`src/ppit_pkg.sv`:
```
package ppit_pkg;

  localparam int KEY_W     = 40;
  localparam int PATH_ID_W = 9;

  typedef struct packed {
    logic [4:0]  layer_kind;
    logic [2:0]  ident_kind;
    logic [31:0] ident_value;
    logic        last;
  } layer_item_t;

  typedef enum logic [1:0] {
    STATUS_FOUND    = 2'd0,
    STATUS_ADDED    = 2'd1,
    STATUS_TOO_LONG = 2'd2,
    STATUS_FULL     = 2'd3
  } status_t;

  typedef struct packed {
    logic [PATH_ID_W-1:0] path_id;
    status_t              status;
  } result_item_t;

  // stored key layout: ident_value above ident_kind above layer_kind
  typedef struct packed {
    logic [31:0] ident_value;
    logic [2:0]  ident_kind;
    logic [4:0]  layer_kind;
  } layer_key_t;

  typedef enum logic [1:0] {
    ST_COLLECT = 2'd0,
    ST_READ    = 2'd1,
    ST_CMP     = 2'd2,
    ST_EMIT    = 2'd3
  } state_t;

  typedef struct packed {
    logic shift;
    logic match;
  } cell_link_t;

endpackage

```
`src/ppit_cell.sv`:
```
module ppit_cell import ppit_pkg::*; #(
  parameter int IDX = 0,
  parameter int LW  = 4
) (
  input  logic       clk,
  input  cell_link_t link_in,
  input  layer_key_t key_in,
  input  logic [LW-1:0] len,
  input  layer_key_t row_key,
  output layer_key_t key,
  output cell_link_t link_out
);

  logic active;

  // shift line of buffered layers, newest in cell 0
  always_ff @(posedge clk) begin
    if (link_in.shift) begin
      key <= key_in;
    end
  end

  assign active = (LW'(IDX) < len);

  always_comb begin
    link_out.shift = link_in.shift;
    link_out.match = link_in.match && (!active || (key == row_key));
  end

endmodule

```
`config.mk`:
```
export PLATFORM = sky130hd
export DESIGN_NAME = ppit_cell
export DESIGN_NICKNAME = d
export VERILOG_FILES = /design/src/ppit_pkg.sv /design/src/ppit_cell.sv
export SDC_FILE = /design/constraint.sdc
export NUM_CORES = 1
export LEC_CHECK = 0
export BUFFER_PORTS_ARGS = -buffer_cell sky130_fd_sc_hd__buf_4
export CAP_MARGIN = 20
export CORE_MARGIN = 2
export CORE_UTILIZATION = 32
export DETAILED_ROUTE_END_ITERATION = 6
export GPL_TIMING_DRIVEN = 0
export PLACE_DENSITY = 0.75
export RECOVER_POWER = 100
export SLEW_MARGIN = 15
export SYNTH_ARGS = -nofsm -noshare
export SYNTH_HDL_FRONTEND = slang
export SYNTH_SLANG_ARGS = --single-unit
export TNS_END_PERCENT = 5
```
`constraint.sdc`:
```
create_clock -name clk -period 1.07 [get_ports clk]
set_input_delay 0.1605 -clock clk [delete_from_list [all_inputs] [get_ports clk]]
set_output_delay 0.1605 -clock clk [all_outputs]
set_load 0.1 [all_outputs]
```
# Word-level counts from Yosys, hierarchy flattened
# Cells that the tools add are included.
[word_totals]
output_inout_bits = 42
word_cells = 8
reg_bits = 40
input_bits = 87
[classes]
order_cmp = 1
eq_ne = 1
reduce_logical = 3
[op_table]
columns = ["op", "n"]
rows = [
  ["== test 40 bit", 1],
  ["less-than comparator 1 x 4 -> 1 bit, first input constant", 1],
  ["logical AND 1 bit", 1],
  ["logical NOT 1 bit", 1],
  ["logical OR 1 bit", 1],
]

# Longest topological paths before layout
# Gate-level depths: netlist of run 1.
[depth]
word_depth = 4
mapped_depth = 5

# Worst setup path after synthesis of run 1
# Ideal clock, no wire load.
[synth_timing]
kind = "flip-flop to output port"
start = "reg key[17] (netlist name)"
end = "out link_out[0] (netlist name)"
path_slack_ps = -1347
n_path_buf = 0
path_stages_with_launch = 6
arrival_time_ps = 2256
t_required_ps = 910
cell_sequence = "edfxtp_1 xnor2_1 nand4_1 nor4_1 nand3_1 nand2_1"
[synth_rtl]
columns = ["item", "line", "source"]
rows = [
  ["start, declared", "ppit_cell.sv:10", "output layer_key_t key,"],
  ["start signal, assigned", "ppit_cell.sv:19", "key <= key_in;"],
  ["end, declared", "ppit_cell.sv:11", "output cell_link_t link_out"],
]

==> flow_metrics.env, run 1 <==
export IMPL_die_h_um=76.0
export IMPL_dpl_instance_area_um2=2720
export IMPL_hp_class="in2reg"
export IMPL_drt_iter0_drc=33
export IMPL_final_core_util=0.610
export IMPL_setup_ws_ns=-0.860
export IMPL_rsz0062_at_grt="true"
export IMPL_cp_arrival_ns=1.77
export IMPL_p_sw_frac=0.372
export IMPL_final_layout_size_suffix_gt1_frac=0.594
export IMPL_clkPwrFrac=0.200
export IMPL_routed_wl_mm=4.67
export IMPL_async_flop_share=0
export IMPL_core_rowCount=26
export IMPL_initial_core_util=0.329
export IMPL_cp_required_ns=0.91
export IMPL_final_cells=309
export IMPL_grt_max_degree=42
export IMPL_synth_area_leaders="edfxtp_1, xnor2_1, nand4_1, nor4_1, nand2_1"
export IMPL_die_area_um2=5780
export IMPL_synthFlopType="edfxtp_1"
export IMPL_syn_nets=186
export IMPL_power_share_combinational=0.373
export IMPL_drt_first_pass_iters=4
export IMPL_fp_dieW_um=76.0
export IMPL_cts_hold_fix_buffers=0
export IMPL_hold_path_end="key[0]"
export IMPL_seq_power_share=0.427
export IMPL_synth_cell_types=8
export IMPL_dp_hpwl_mm=3.41
export IMPL_synth_edf_count=40
export IMPL_ir_worst_vdd_mv=0.942
export IMPL_path_max_fanout=2
export IMPL_syn_to_final_growth_pct=85.3
export IMPL_gp_congestion=0.700
export IMPL_fin_crit_ns=1.93
export IMPL_hold_violations=0
export IMPL_grt_usage=0.165
export IMPL_synth_top_cells_by_count="edfxtp_1, xnor2_1, nand4_1, nand2_1, nor4_1"
export IMPL_ys_ff_latch=40
export IMPL_regArea_um2=1200
export IMPL_fin_crit_sh=1.80
export IMPL_fin_area_um2=3080
export IMPL_drcViolationCount=0
export IMPL_hold_path_depth=1
export IMPL_wl_per_cell_um=15.1
export IMPL_largest_reg_flops=40
export IMPL_cts_root_buf="clkbuf_8"
export IMPL_cp_cell_sequence="xnor2_2 -> nand4_1 -> nor4_2 -> nand3_1 -> nand2_4 -> buf_12"
export IMPL_path_buf_inv=1
export IMPL_finalNetCount=326
export IMPL_synth_area_per_cell_um2=16.8
export IMPL_numCtsBuffers=5
export IMPL_grt_ovfl_total=0
export IMPL_diodes=0
export IMPL_p_int_mw=2.91
export IMPL_outcome="finished, violations left"
export IMPL_clkTransAtPathRegs_ns=0.08
export IMPL_grt_pass1_vias=1515
export IMPL_fmax_ghz=0.518
export IMPL_regMostFlops="key"
export IMPL_ant_nets=0
export IMPL_setup_violations=41
export IMPL_pwr_density_cell_nw_per_um2=1510
export IMPL_reg_top3="key (40)"
export IMPL_critPathTopFamily="simple AND/OR/NAND/NOR gates"
export IMPL_crit_type="reg2out"
export IMPL_min_from="key_in[0]"
export IMPL_synthCells=99
export IMPL_num_fill_cells=409
export IMPL_via_count=1371
export IMPL_tightestPinTransition_ns=0.574
export IMPL_grt_antenna_before_repair=0
export IMPL_multiInputGateArea_um2=473
export IMPL_drv_slew=0
export IMPL_cp_start_kind="flop"
export IMPL_cap_violations=0
export IMPL_synth_cell_area_um2=1660
export IMPL_clock_sinks=40
export IMPL_routed_via_density=4.44
export IMPL_cp_end_kind="output port"
export IMPL_yosysSeqAreaShare=0.723
export IMPL_synth_top_area_share=0.723
export IMPL_tns_ns=-2.14
export IMPL_max_stage_delay_ns=0.44
export IMPL_yosys_area_top_type="edfxtp_1"
export IMPL_slowest_stage="edfxtp_1"
export IMPL_io_pins=129
export IMPL_dp_cells=297
export IMPL_leakage_nw=1.25
export IMPL_cts_buffer_depth=2
export IMPL_yosys_warnings=0
export IMPL_slew_headroom=0.617
export IMPL_p_sw_mw=1.72
export IMPL_violations="negative setup slack"
export IMPL_grt_pass1_wl_mm=7.27
export IMPL_port_buffer_count=128
export IMPL_htreeDepth=2
export IMPL_core_area_um2=5040
export IMPL_cts_tree="yes"
## power by group through the flow
stage                     logic, mW  clock network [mW]  registers (mW)
after floorplan               0.198                   0            2.86
after global placement         1.57                   0            1.98
after detailed placement       1.58                   0            1.99
after CTS                      1.72               0.971            1.97
after global routing           1.79                1.02            1.99
final                          1.73               0.927            1.98
## cells by family (layout without fill, tap and decap cells)
kind of cell / Yosys count / after routing / synth area share
xor gates and xnor gates: 40 / 40 / 0.211
buffers and inverters: 1 / 141 / 0.00452
DFF: 40 / 40 / 0.723
and+or+nand+nor: 18 / 18 / 0.0610
## routing by layer
metal | vias to the layer above | track usage | part of all wire
met1 | 643 | 0.156 | 0.33
met5 | - | 0 | 0
met2 | 80 | 0.307 | 0.55
li1 | 643 | - | -
met4 | 0 | 0.0727 | 0.012
met3 | 5 | 0.0723 | 0.11
## cells in the final DEF (no fill, tap or decap)
cell type / netlist / layout
nor4_2: 0 / 1
buf_12: 0 / 6
buf_4: 1 / 50
clkinv_1: 0 / 2
edfxtp_1: 40 / 40
nand3_1: 2 / 2
buf_8: 0 / 5
clkbuf_8: 0 / 5
nand2_1: 3 / 2
xnor2_1: 40 / 39
clkbuf_4: 0 / 41
xnor2_2: 0 / 1
nor3_1: 1 / 1
nand2_4: 0 / 1
nor4_1: 3 / 2
nand4_1: 9 / 9
buf_6: 0 / 32
## through the flow
| step | power, mW | hold WS [ns] | setup slack (ns) |
|---|---|---|---|
| floorplan | 3.06 | 0.259 | -0.992 |
| global placement | 3.55 | 0.338 | -0.736 |
| detailed placement | 3.57 | 0.340 | -0.782 |
| CTS | 4.66 | 0.0346 | -0.857 |
| global route | 4.81 | 0.0537 | -1.01 |
| finish | 4.63 | 0.0685 | -0.860 |
## how the worst max path moves through the flow
stage	from	end	slack [ns]	depth (start not counted)
4_1_cts	key[0]	link_out[0]	-0.86	6
2_1_floorplan	key[1]	link_out[0]	-0.99	5
6_report	key[14]	link_out[0]	-0.86	6
3_3_place_gp	key[1]	link_out[0]	-0.74	6
5_1_grt	key[14]	link_out[0]	-1.01	6
3_5_place_dp	key[29]	link_out[0]	-0.78	6
## what timing repair did
action,CTS,global route
buffers inserted,5,0
pin swaps,5,3
resized for setup,53,12
setup endpoints to repair,42,42
cloned,0,0
hold endpoints to repair,0,0
## area by class of cell
class | count | area share
clock inverter | 2 | 0.00244
tap | 70 | 0.0285
multi-input combinational | 58 | 0.154
clock buffer | 5 | 0.0224
buffer | 1 | 0.00244
sequential | 40 | 0.390
timing repair buffer | 133 | 0.400
No activity file was read; power rests on OpenSTA's default activity.
==> run 2, diff against run 1 <==
Settings changed: CORE_ASPECT_RATIO set to 2.
==> flow_metrics.env, run 2 (same netlist as run 1, synthesis figures left out) <==
export IMPL_pwr_density_cell_nw_per_um2=1600
export IMPL_fmax_ghz=0.536
export IMPL_grt_pass1_wl_mm=6.18
export IMPL_routed_wl_mm=4.25
export IMPL_final_common_cell="buf_4"
export IMPL_wl_per_cell_um=14.4
export IMPL_tightestPinTransition_ns=0.563
export IMPL_cp_startpoint="key[26]"
export IMPL_final_layout_size_suffix_gt1_frac=0.616
export IMPL_ant_nets=0
export IMPL_num_fill_cells=414
export IMPL_outcome="finished, violations left"
export IMPL_drv_slew=0
export IMPL_grt_max_degree=42
export IMPL_final_core_util=0.595
export IMPL_tns_ns=-2.26
export IMPL_grt_ovfl_total=0
export IMPL_final_cell_mix="buf_4, clkbuf_4, edfxtp_1, xnor2_1, buf_6"
export IMPL_cts_root_buf="clkbuf_8"
export IMPL_preCtsSetupSlack_ns=-0.714
export IMPL_dpl_instance_area_um2=2700
export IMPL_multiInputGateArea_um2=499
export IMPL_finalNetCount=323
export IMPL_drcViolationCount=0
export IMPL_fin_crit_ns=1.86
export IMPL_io_pins=129
export IMPL_cp_arrival_ns=1.70
export IMPL_setup_violations=42
export IMPL_ir_worst_vdd_mv=1.20
export IMPL_via_count=1320
export IMPL_grt_antenna_before_repair=0
export IMPL_core_area_um2=5090
export IMPL_htreeDepth=2
export IMPL_cp_required_ns=0.91
export IMPL_regArea_um2=1200
export IMPL_regMostFlops="key"
export IMPL_drt_first_pass_iters=2
export IMPL_drt_iter0_drc=16
export IMPL_reg_top3="key (40)"
export IMPL_die_area_um2=5820
export IMPL_grt_pass1_vias=1358
export IMPL_routed_via_density=4.47
export IMPL_core_rowCount=37
export IMPL_hp_class="in2reg"
export IMPL_dp_hpwl_mm=3.46
export IMPL_syn_to_final_growth_pct=82.4
export IMPL_cp_start_kind="flop"
export IMPL_gp_congestion=0.790
export IMPL_cp_end_kind="output port"
export IMPL_crit_type="reg2out"
export IMPL_violations="negative setup slack"
export IMPL_setup_ws_ns=-0.795
export IMPL_initial_core_util=0.326
export IMPL_port_buffer_count=128
export IMPL_largest_reg_flops=40
export IMPL_hold_violations=0
export IMPL_path_max_fanout=2
export IMPL_fin_crit_sh=1.74
export IMPL_leakage_nw=1.24
export IMPL_fp_dieW_um=54.9
export IMPL_cap_violations=0
export IMPL_grt_usage=0.154
export IMPL_clock_sinks=40
export IMPL_die_h_um=106
export IMPL_rsz0062_at_grt="true"
export IMPL_fin_area_um2=3030
export IMPL_cts_tree="yes"
export IMPL_diodes=0
export IMPL_clkTransAtPathRegs_ns=0.08
export IMPL_slew_headroom=0.625
export IMPL_numCtsBuffers=5
export IMPL_min_from="key_in[39]"
export IMPL_cts_buffer_depth=2
[run 2: timing repair]
| action | in CTS | in global routing |
|---|---|---|
| hold endpoints to repair | 0 | 0 |
| pin swaps | 2 | 3 |
| buffers inserted | 0 | 2 |
| resized for setup | 37 | 13 |
| endpoints found under the setup margin | 42 | 41 |
| hold buffers | 0 | 0 |
[run 2: area by class of cell]
cell class                      count  area share
Sequential cell                    40       0.397
Timing Repair Buffer              130       0.375
Multi-Input combinational cell     58       0.165
Tap cell                           58      0.0240
Clock buffer                        5      0.0227
Clock inverter                      3      0.0140
Buffer                              1     0.00248
[run 2: worst paths after layout]
| check | depth (start not counted) | slack, ns | to |
|---|---|---|---|
| hold / removal | 1 | 0.06 | key[39] |
| setup / recovery | 6 | -0.79 | link_out[0] |
[run 2: report_power, final]
group	internal, mW	total (mW)	switching, mW
Combinational	0.564	1.67	1.10
Sequential	1.87	1.97	0.104
Clock	0.689	1.20	0.511
Total	3.12	4.84	1.72
[run 2: layer usage]
metal,vias up,track usage,routed length (µm)
met1,597,0.133,1150
met2,79,0.295,2640
met4,0,0.0470,41
li1,640,-,-
met3,4,0.0595,422
met5,-,0,0
[run 2: metrics by stage]
stage,power [mW],hold WS [ns],std cells
CTS,4.86,0.0180,293
detailed placement,3.57,0.340,285
global route,5.04,0.0376,295
finish,4.84,0.0581,295
global placement,3.55,0.338,285
floorplan,3.06,0.259,99
[run 2: critical path, cell delays in order (launching register included)]
cell      delay, ns
edfxtp_1       0.42
xnor2_1        0.17
nand4_1        0.16
nor4_2         0.26
nand3_1        0.16
nand2_4        0.09
buf_12         0.17
