File: src/ppit_ram.sv
module ppit_ram #(
  parameter int WIDTH = 8,
  parameter int DEPTH = 16
) (
  input  logic                                    clk,
  input  logic                                    we,
  input  logic [((DEPTH > 1) ? $clog2(DEPTH) : 1)-1:0] waddr,
  input  logic [WIDTH-1:0]                        wdata,
  input  logic                                    re,
  input  logic [((DEPTH > 1) ? $clog2(DEPTH) : 1)-1:0] raddr,
  output logic [WIDTH-1:0]                        rdata
);

  logic [WIDTH-1:0] mem [DEPTH];

  always_ff @(posedge clk) begin
    if (we) begin
      mem[waddr] <= wdata;
    end
    if (re) begin
      rdata <= mem[raddr];
    end
  end

endmodule

File: config.mk
export PLATFORM = sky130hd
export DESIGN_NAME = ppit_ram
export DESIGN_NICKNAME = d
export VERILOG_FILES = /design/src/ppit_ram.sv
export SDC_FILE = /design/constraint.sdc
export NUM_CORES = 1
export LEC_CHECK = 0
export ABC_AREA = 1
export BUFFER_PORTS_ARGS = -buffer_cell sky130_fd_sc_hd__buf_2
export CORE_ASPECT_RATIO = 0.7
export CORE_MARGIN = 2
export CORE_UTILIZATION = 65
export DETAILED_ROUTE_END_ITERATION = 10
export GPL_ROUTABILITY_DRIVEN = 0
export PLACE_DENSITY = 0.84
export RECOVER_POWER = 50
export SYNTH_ARGS = -nofsm -noshare
export SYNTH_HDL_FRONTEND = slang
export SYNTH_SLANG_ARGS = --single-unit
export TNS_END_PERCENT = 20
File: constraint.sdc
create_clock -name clk -period 1.65 [get_ports clk]
set_input_delay 0.2475 -clock clk [delete_from_list [all_inputs] [get_ports clk]]
set_output_delay 0.2475 -clock clk [all_outputs]
set_load 0.05 [all_outputs]
[After elaboration in Yosys (flattened, before gate mapping)]
Memories as Yosys holds them, arrays and structs flattened. A register that Yosys moved wholly into a read port is not among the register bits.
Index checks and enable logic that the tools add are counted.
Widths: inputs -> output; s select.
Operators by class
  multiplexer cells: 2
Operators with widths (number)
  $mux 1: 2
Storage, ports and cells
  bits in registers: 0
  RAM bits: 128
  bits of input ports: 19
  output and inout bits: 8
  memories kept: 1
Memory list
  mem: depth 16, width 8, rd ports 1, clocked after Yosys merged registers in 1, write ports 1, RTL line 14  | logic [WIDTH-1:0] mem [DEPTH];

[Logic depth before layout (Yosys ltp)]
Gate-level depths: netlist of run 1.
  depth after elaboration: 2
  mapped depth: 8

[Worst setup path after synthesis of run 1]
Ideal clock, no wire load.
  kind: input -> register
  start: input waddr[2] in the netlist's numbering
  end: memory mem[10][0], enable pin
  arrival: 828 ps
  required time: 1280 ps
  slack: 452 ps
  stages on the path: 2
  cell sequence: nand3b_1 nor2_1
RTL lines
  start, declared: RTL line 7  | input logic [((DEPTH > 1) ? $clog2(DEPTH) : 1)-1:0] waddr,
  end, declared: RTL line 14
Straight into the memory's write port.

[Worst setup path after layout of run 1]
  start: register rdata[0], read port of mem
  end: output rdata[0]
RTL lines
  start, declared: RTL line 11  | output logic [WIDTH-1:0] rdata
No word-level cell between the ends.

==> flow_summary.json, run 1 <==
{
  "yosysWarnings": 0,
  "clk_pin_slew_ns": 0.05,
  "cp.arrival_ns": 1.13,
  "ys_seq_elements": 136,
  "finalSetupTns_ns": 0,
  "start_kind": "flip-flop",
  "placedCellCount": 697,
  "htree_levels": 4,
  "start_util_pct": 68.1,
  "period_share_pct": 83.6,
  "synth_cell_types": 11,
  "synth.top_cells.by_count": "173 x nand2_1, 136 x edfxtp_1, 100 x inv_1, 97 x nand3_1, 17 x nor2_1",
  "final_core_util_pct": 77.5,
  "core_mm2": 0.00858,
  "drc": 0,
  "syn_nets": 570,
  "path_cells": "buf_2",
  "synth-seq-area-share_pct": 69.8,
  "hpwl_mm": 8.44,
  "final_cells": 729,
  "antenna_found_initial": 1,
  "cts_setup_buffers": 0,
  "crit_slowest_cell": "edfxtp_1",
  "die_area_mm2": 0.00978,
  "drv_cap": 0,
  "p_per_area_mw_per_mm2": 1150,
  "cts.sinks": 136,
  "syn_avg_cell_area_um2": 10.6,
  "cts_max_path_buffers": 2,
  "crit_fanout": 1,
  "wl_per_cell_um": 18.5,
  "grt_max_degree": 45,
  "ff_latch_area_mm2": 0.00408,
  "period_needed_ns": 1.38,
  "tightest_slew_ns": 0.922,
  "vias": 4018,
  "io_pins": 27,
  "syn-cell-area_mm2": 0.00585,
  "io_buffer_count": 26,
  "drtAntennaViolNets": 0,
  "power_leakage_nw": 2.88,
  "synthTopCellsByArea": "edfxtp_1 70%, nand2_1 11%, nand3_1 8.3%",
  "rsz0062_at_grt": "false",
  "required_ns": 1.40,
  "clockRootBuffer": "clkbuf_16",
  "finalClockSkew_ns": 0.00438,
  "grt_pass1_wl_mm": 20.8,
  "yosysMostFrequentCell": "nand2_1",
  "grt_usage_pct": 29.3,
  "grt_pass1_vias": 3929,
  "final-setup-viol-count": 0,
  "cp_num_buf_inv": 1,
  "post_drt_via_cell_ratio": 5.51,
  "cp_top_family": "flip-flops",
  "synth_top_area_share_pct": 69.8,
  "slowest_delay_ns": 0.42,
  "num_antenna_cells": 0,
  "max_freq_mhz": 725,
  "synth_edf_count": 136,
  "gr-total-overflow": 0,
  "chipHeight_um": 83.4,
  "synthArstFlopShare_pct": 0,
  "hold_viol": 0,
  "setup.worst_path.end_class": "output pin",
  "status": "finished clean",
  "path_class": "flip-flop to output pin",
  "drt-total-wl_mm": 13.5,
  "rows": 28,
  "drv_slew": 0,
  "cts_buffers": 17,
  "clk_latency_ns": 0.41,
  "yosys.area.top_type": "edfxtp_1",
  "die_w_um": 117,
  "synthFlopType": "edfxtp_1",
  "drt_first_pass_iters": 8,
  "multi_input_area_mm2": 0.00121,
  "vdd_drop_max_uv": 975,
  "nets": 615,
  "cts_resized": 0,
  "syn2layout_area_growth_pct": 13.8,
  "hold_class": "primary input to flip-flop",
  "syn_inst": 551,
  "drive_gt1_share_pct": 10.8,
  "fillers": 574,
  "drt-initial-drc-count": 516,
  "relSlewSlack_pct": 38.5,
  "ctsHoldBuffers": 0,
  "cts_tree": "built"
}
## per-stage QoR
stage / area, um^2 / power, W / setup slack, ns / hold slack [ns]
floorplan: 5850 / 0.00431 / 0.452 / 0.346
global placement: 6180 / 0.00450 / 0.149 / 0.620
detailed placement: 6180 / 0.00452 / 0.121 / 0.630
CTS: 6670 / 0.00764 / 0.289 / 0.201
global route: 6650 / 0.00785 / 0.242 / 0.317
finish: 6650 / 0.00763 / 0.270 / 0.281
## kinds of logic after synthesis
| logic type | share of synthesized area [%] |
|---|---|
| buffers and inverters | 9.39 |
| and+or+nand+nor | 20.8 |
| DFF | 69.8 |
## final cells by class
class / count / share of cell area, %
repair buffers: 50 / 4.93
well taps: 120 / 2.26
clock buffers: 18 / 6.45
multi-input cells: 289 / 18.2
flip-flops and latches: 136 / 61.4
clock inverters: 14 / 0.997
inverters: 102 / 5.75
## flip-flops by register name (all words and copies together), names as in the netlist
| name | count |
|---|---|
| mem | 128 |
| rdata | 8 |
## metal layers
metal / track usage [%] / wire [um] / vias to the layer above
met3: 12.6 / 1670 / 39
met5: 0 / 7 / -
met4: 11.1 / 263 / 2
met2: 44.9 / 6340 / 237
li1: - / - / 1869
met1: 37.5 / 5200 / 1871
## final timing paths
check / from / endpoint / slack, ns / depth (start not counted)
min reg2reg: mem[4][6]$_DFFE_PP_ / rdata[6]$_DFFE_PP_ / 0.76 / 6
max: rdata[0]$_DFFE_PP_ / rdata[0] / 0.27 / 1
min: raddr[3] / rdata[4]$_DFFE_PP_ / 0.28 / 3
max reg2reg: mem[0][2]$_DFFE_PP_ / rdata[2]$_DFFE_PP_ / 0.43 / 6
## layout by cell type (no fill, tap or decap)
cell        Yosys  final
clkbuf_1        0     13
clkinv_2        0      8
buf_4           4     19
inv_1         100    100
buf_2          13     16
clkinv_1        0      5
buf_12          0      3
inv_2           2      2
edfxtp_1      136    136
nand3_1        97     97
nor2_1         17     17
clkinvlp_4      0      1
clkbuf_16       0     17
nand2_1       173    173
nand3b_1        2      2
## power breakdown
group          internal [W]  switching [W]  total, W
clock               0.00186        0.00130   0.00316
combinational      0.000140       0.000400  0.000540
sequential          0.00390      0.0000301   0.00393
Note: power is estimated with default switching activity, not from simulation.
==> run 2: changes to the inputs <==
--- a/config.mk
+++ b/config.mk
@@ -5,14 +5,14 @@
 export SDC_FILE = /design/constraint.sdc
 export NUM_CORES = 1
 export LEC_CHECK = 0
-export ABC_AREA = 1
+export ABC_AREA = 0
 export BUFFER_PORTS_ARGS = -buffer_cell sky130_fd_sc_hd__buf_2
 export CORE_ASPECT_RATIO = 0.7
 export CORE_MARGIN = 2
-export CORE_UTILIZATION = 65
+export CORE_UTILIZATION = 60
 export DETAILED_ROUTE_END_ITERATION = 10
 export GPL_ROUTABILITY_DRIVEN = 0
-export PLACE_DENSITY = 0.84
+export PLACE_DENSITY = 0.78
 export RECOVER_POWER = 50
 export SYNTH_ARGS = -nofsm -noshare
 export SYNTH_HDL_FRONTEND = slang
==> constraint.sdc (replaced) <==
create_clock -name clk -period 1.4 [get_ports clk]
set_input_delay 0.21 -clock clk [delete_from_list [all_inputs] [get_ports clk]]
set_output_delay 0.21 -clock clk [all_outputs]
set_load 0.05 [all_outputs]
==> flow_summary.json, run 2 <==
{
  "io_pins": 27,
  "final-setup-viol-count": 0,
  "top_register": "mem",
  "nets": 315,
  "grt_pass1_wl_mm": 15.7,
  "yosys.area_share.simple_pct": 3.14,
  "relSlewSlack_pct": 24.1,
  "syn_avg_cell_area_um2": 22.8,
  "finalClockSkew_ns": 0.00697,
  "syn_nets": 248,
  "syn_inst": 229,
  "vias": 2652,
  "hold_class": "primary input to flip-flop",
  "drtAntennaViolNets": 0,
  "synthFlopType": "edfxtp_1",
  "finalSetupTns_ns": 0,
  "num_antenna_cells": 0,
  "status": "finished clean",
  "synthArstFlopShare_pct": 0,
  "clockRootBuffer": "clkbuf_16",
  "synth_xor_area_share_pct": 0,
  "synth.top_cells.by_count": "136 x edfxtp_1, 18 x mux4_2, 16 x a22oi_1, 14 x mux4_1, 13 x nor2_1",
  "hold_viol": 0,
  "drc": 0,
  "antenna_found_initial": 0,
  "max_freq_mhz": 717,
  "synthMuxAreaShare_pct": 14.8,
  "yosys.area.top_type": "edfxtp_1",
  "cts.sinks": 136,
  "synth-compound-area-share_pct": 2.30,
  "cp.arrival_ns": 1.55,
  "p_per_area_mw_per_mm2": 1560,
  "clk_latency_ns": 0.41,
  "chipHeight_um": 82.1,
  "path_class": "flip-flop to flip-flop",
  "synth_edf_count": 136,
  "syn2layout_area_growth_pct": 20.6,
  "clk_pin_slew_ns": 0.05,
  "final_core_util_pct": 74.7,
  "cts_setup_buffers": 0,
  "core_mm2": 0.00844,
  "reg_top3": "mem: 128 flops, rdata: 8 flops",
  "gr-total-overflow": 0,
  "drt_first_pass_iters": 4,
  "vdd_drop_max_uv": 1060,
  "drv_cap": 0,
  "grt_max_degree": 17,
  "start_util_pct": 61.9,
  "setup.worst_path.end_class": "flip-flop",
  "hpwl_mm": 6.75,
  "final_cell_mix": "136 x edfxtp_1, 31 x mux4_2, 29 x buf_4",
  "synth_top_area_share_pct": 78.1,
  "period_needed_ns": 1.39,
  "die_area_mm2": 0.00949,
  "period_share_pct": 99.6,
  "synthTopCellsByArea": "edfxtp_1 78%, mux4_2 7.8%, mux4_1 7.0%",
  "synth_cell_types": 18,
  "grt_pass1_vias": 2497,
  "drv_slew": 0,
  "ys_seq_elements": 136,
  "post_drt_via_cell_ratio": 6.23,
  "synth_adder_area_share_pct": 0,
  "htree_levels": 4,
  "grt_usage_pct": 25.5,
  "required_ns": 1.56,
  "synth_top_family_by_area": "multiplexers",
  "yosysMostFrequentCell": "edfxtp_1",
  "syn-cell-area_mm2": 0.00523,
  "drive_gt1_share_pct": 38.9,
  "die_w_um": 116,
  "io_buffer_count": 26,
  "yosysWarnings": 0,
  "cts_buffers": 17,
  "rsz0062_at_grt": "true",
  "drt-total-wl_mm": 10.7,
  "cts_max_path_buffers": 2,
  "layout_commonest_cell": "edfxtp_1",
  "crit_fanout": 1,
  "rows": 28,
  "synth-seq-area-share_pct": 78.1,
  "power_leakage_nw": 2.11,
  "start_kind": "flip-flop",
  "drt-initial-drc-count": 298,
  "largest_reg_flops": 128,
  "cts_tree": "built",
  "wl_per_cell_um": 25.2,
  "tightest_slew_ns": 1.13
}
==> run 2: cell count changes after synthesis, sizes merged, moves of 2 or more <==
cell           change
nor2               -4
nand2b             +2
nor3               +4
mux4              +32
buf               -17
clkdlybuf4s25      +3
nand2            -164
a22oi             +16
nand3             -96
inv              -102
==> run 2: area by class of cell <==
cell class / instances / area (um^2)
Clock buffer: 18 / 429
Clock inverter: 11 / 181
Fill cell: 463 / 2140
Multi-Input combinational cell: 83 / 1060
Sequential cell: 136 / 4080
Tap cell: 120 / 150
Timing Repair Buffer: 58 / 397
==> run 2: per-stage QoR <==
step	std cells	total power, W	setup WS, ns	hold WS, ns	area (um^2)
floorplan	229	0.00501	-0.0761	0.309	5230
global placement	397	0.00520	-0.281	0.589	5670
detailed placement	397	0.00521	-0.295	0.593	5670
CTS	426	0.00986	-0.00296	0.156	6280
global route	426	0.0101	-0.0302	0.304	6300
finish	426	0.00981	0.00593	0.277	6300
==> run 2: cells by family (layout without fill, tap and decap cells) <==
family                 Yosys count  in the layout
buffers and inverters           10             87
DFF                            136            136
and+or+nand+nor                 35             35
muxes                           32             32
AOI/OAI and AO/OA               16             16
==> run 2: layer usage <==
metal / track usage, % / wire length, um
met1: 39.9 / 4840
met2: 33.1 / 4640
met3: 10.4 / 1130
met4: 7.35 / 104
met5: 0 / 0
==> run 2: worst paths after layout <==
path,slack [ns],endpoint,cells past startpoint,startpoint
setup reg to reg,0.006,rdata[0]$_DFFE_PP_,3,mem[3][0]$_DFFE_PP_
hold reg to reg,0.75,rdata[4]$_DFFE_PP_,3,mem[11][4]$_DFFE_PP_
hold / removal,0.28,rdata[1]$_DFFE_PP_,1,re
setup / recovery,0.006,rdata[0]$_DFFE_PP_,3,mem[3][0]$_DFFE_PP_
==> run 2: timing repair <==
action | CTS | global route
pin swaps | 1 | 3
hold buffers | 0 | 0
endpoints found under the hold margin | 0 | 0
endpoints found under the setup margin | 4 | 7
resized for setup | 5 | 8
==> run 2: critical path, cell delays in order, from the launching register on <==
cell and delay (ns):
edfxtp_1 0.38, mux4_2 0.50, a22oi_2 0.18, nand2_1 0.08
==> run 2: power breakdown <==
| part | switching (W) | total, W | internal (W) |
|---|---|---|---|
| sequential | 0.0000300 | 0.00462 | 0.00459 |
| combinational | 0.000320 | 0.000530 | 0.000210 |
| clock | 0.00155 | 0.00465 | 0.00310 |
| total | 0.00190 | 0.00981 | 0.00791 |
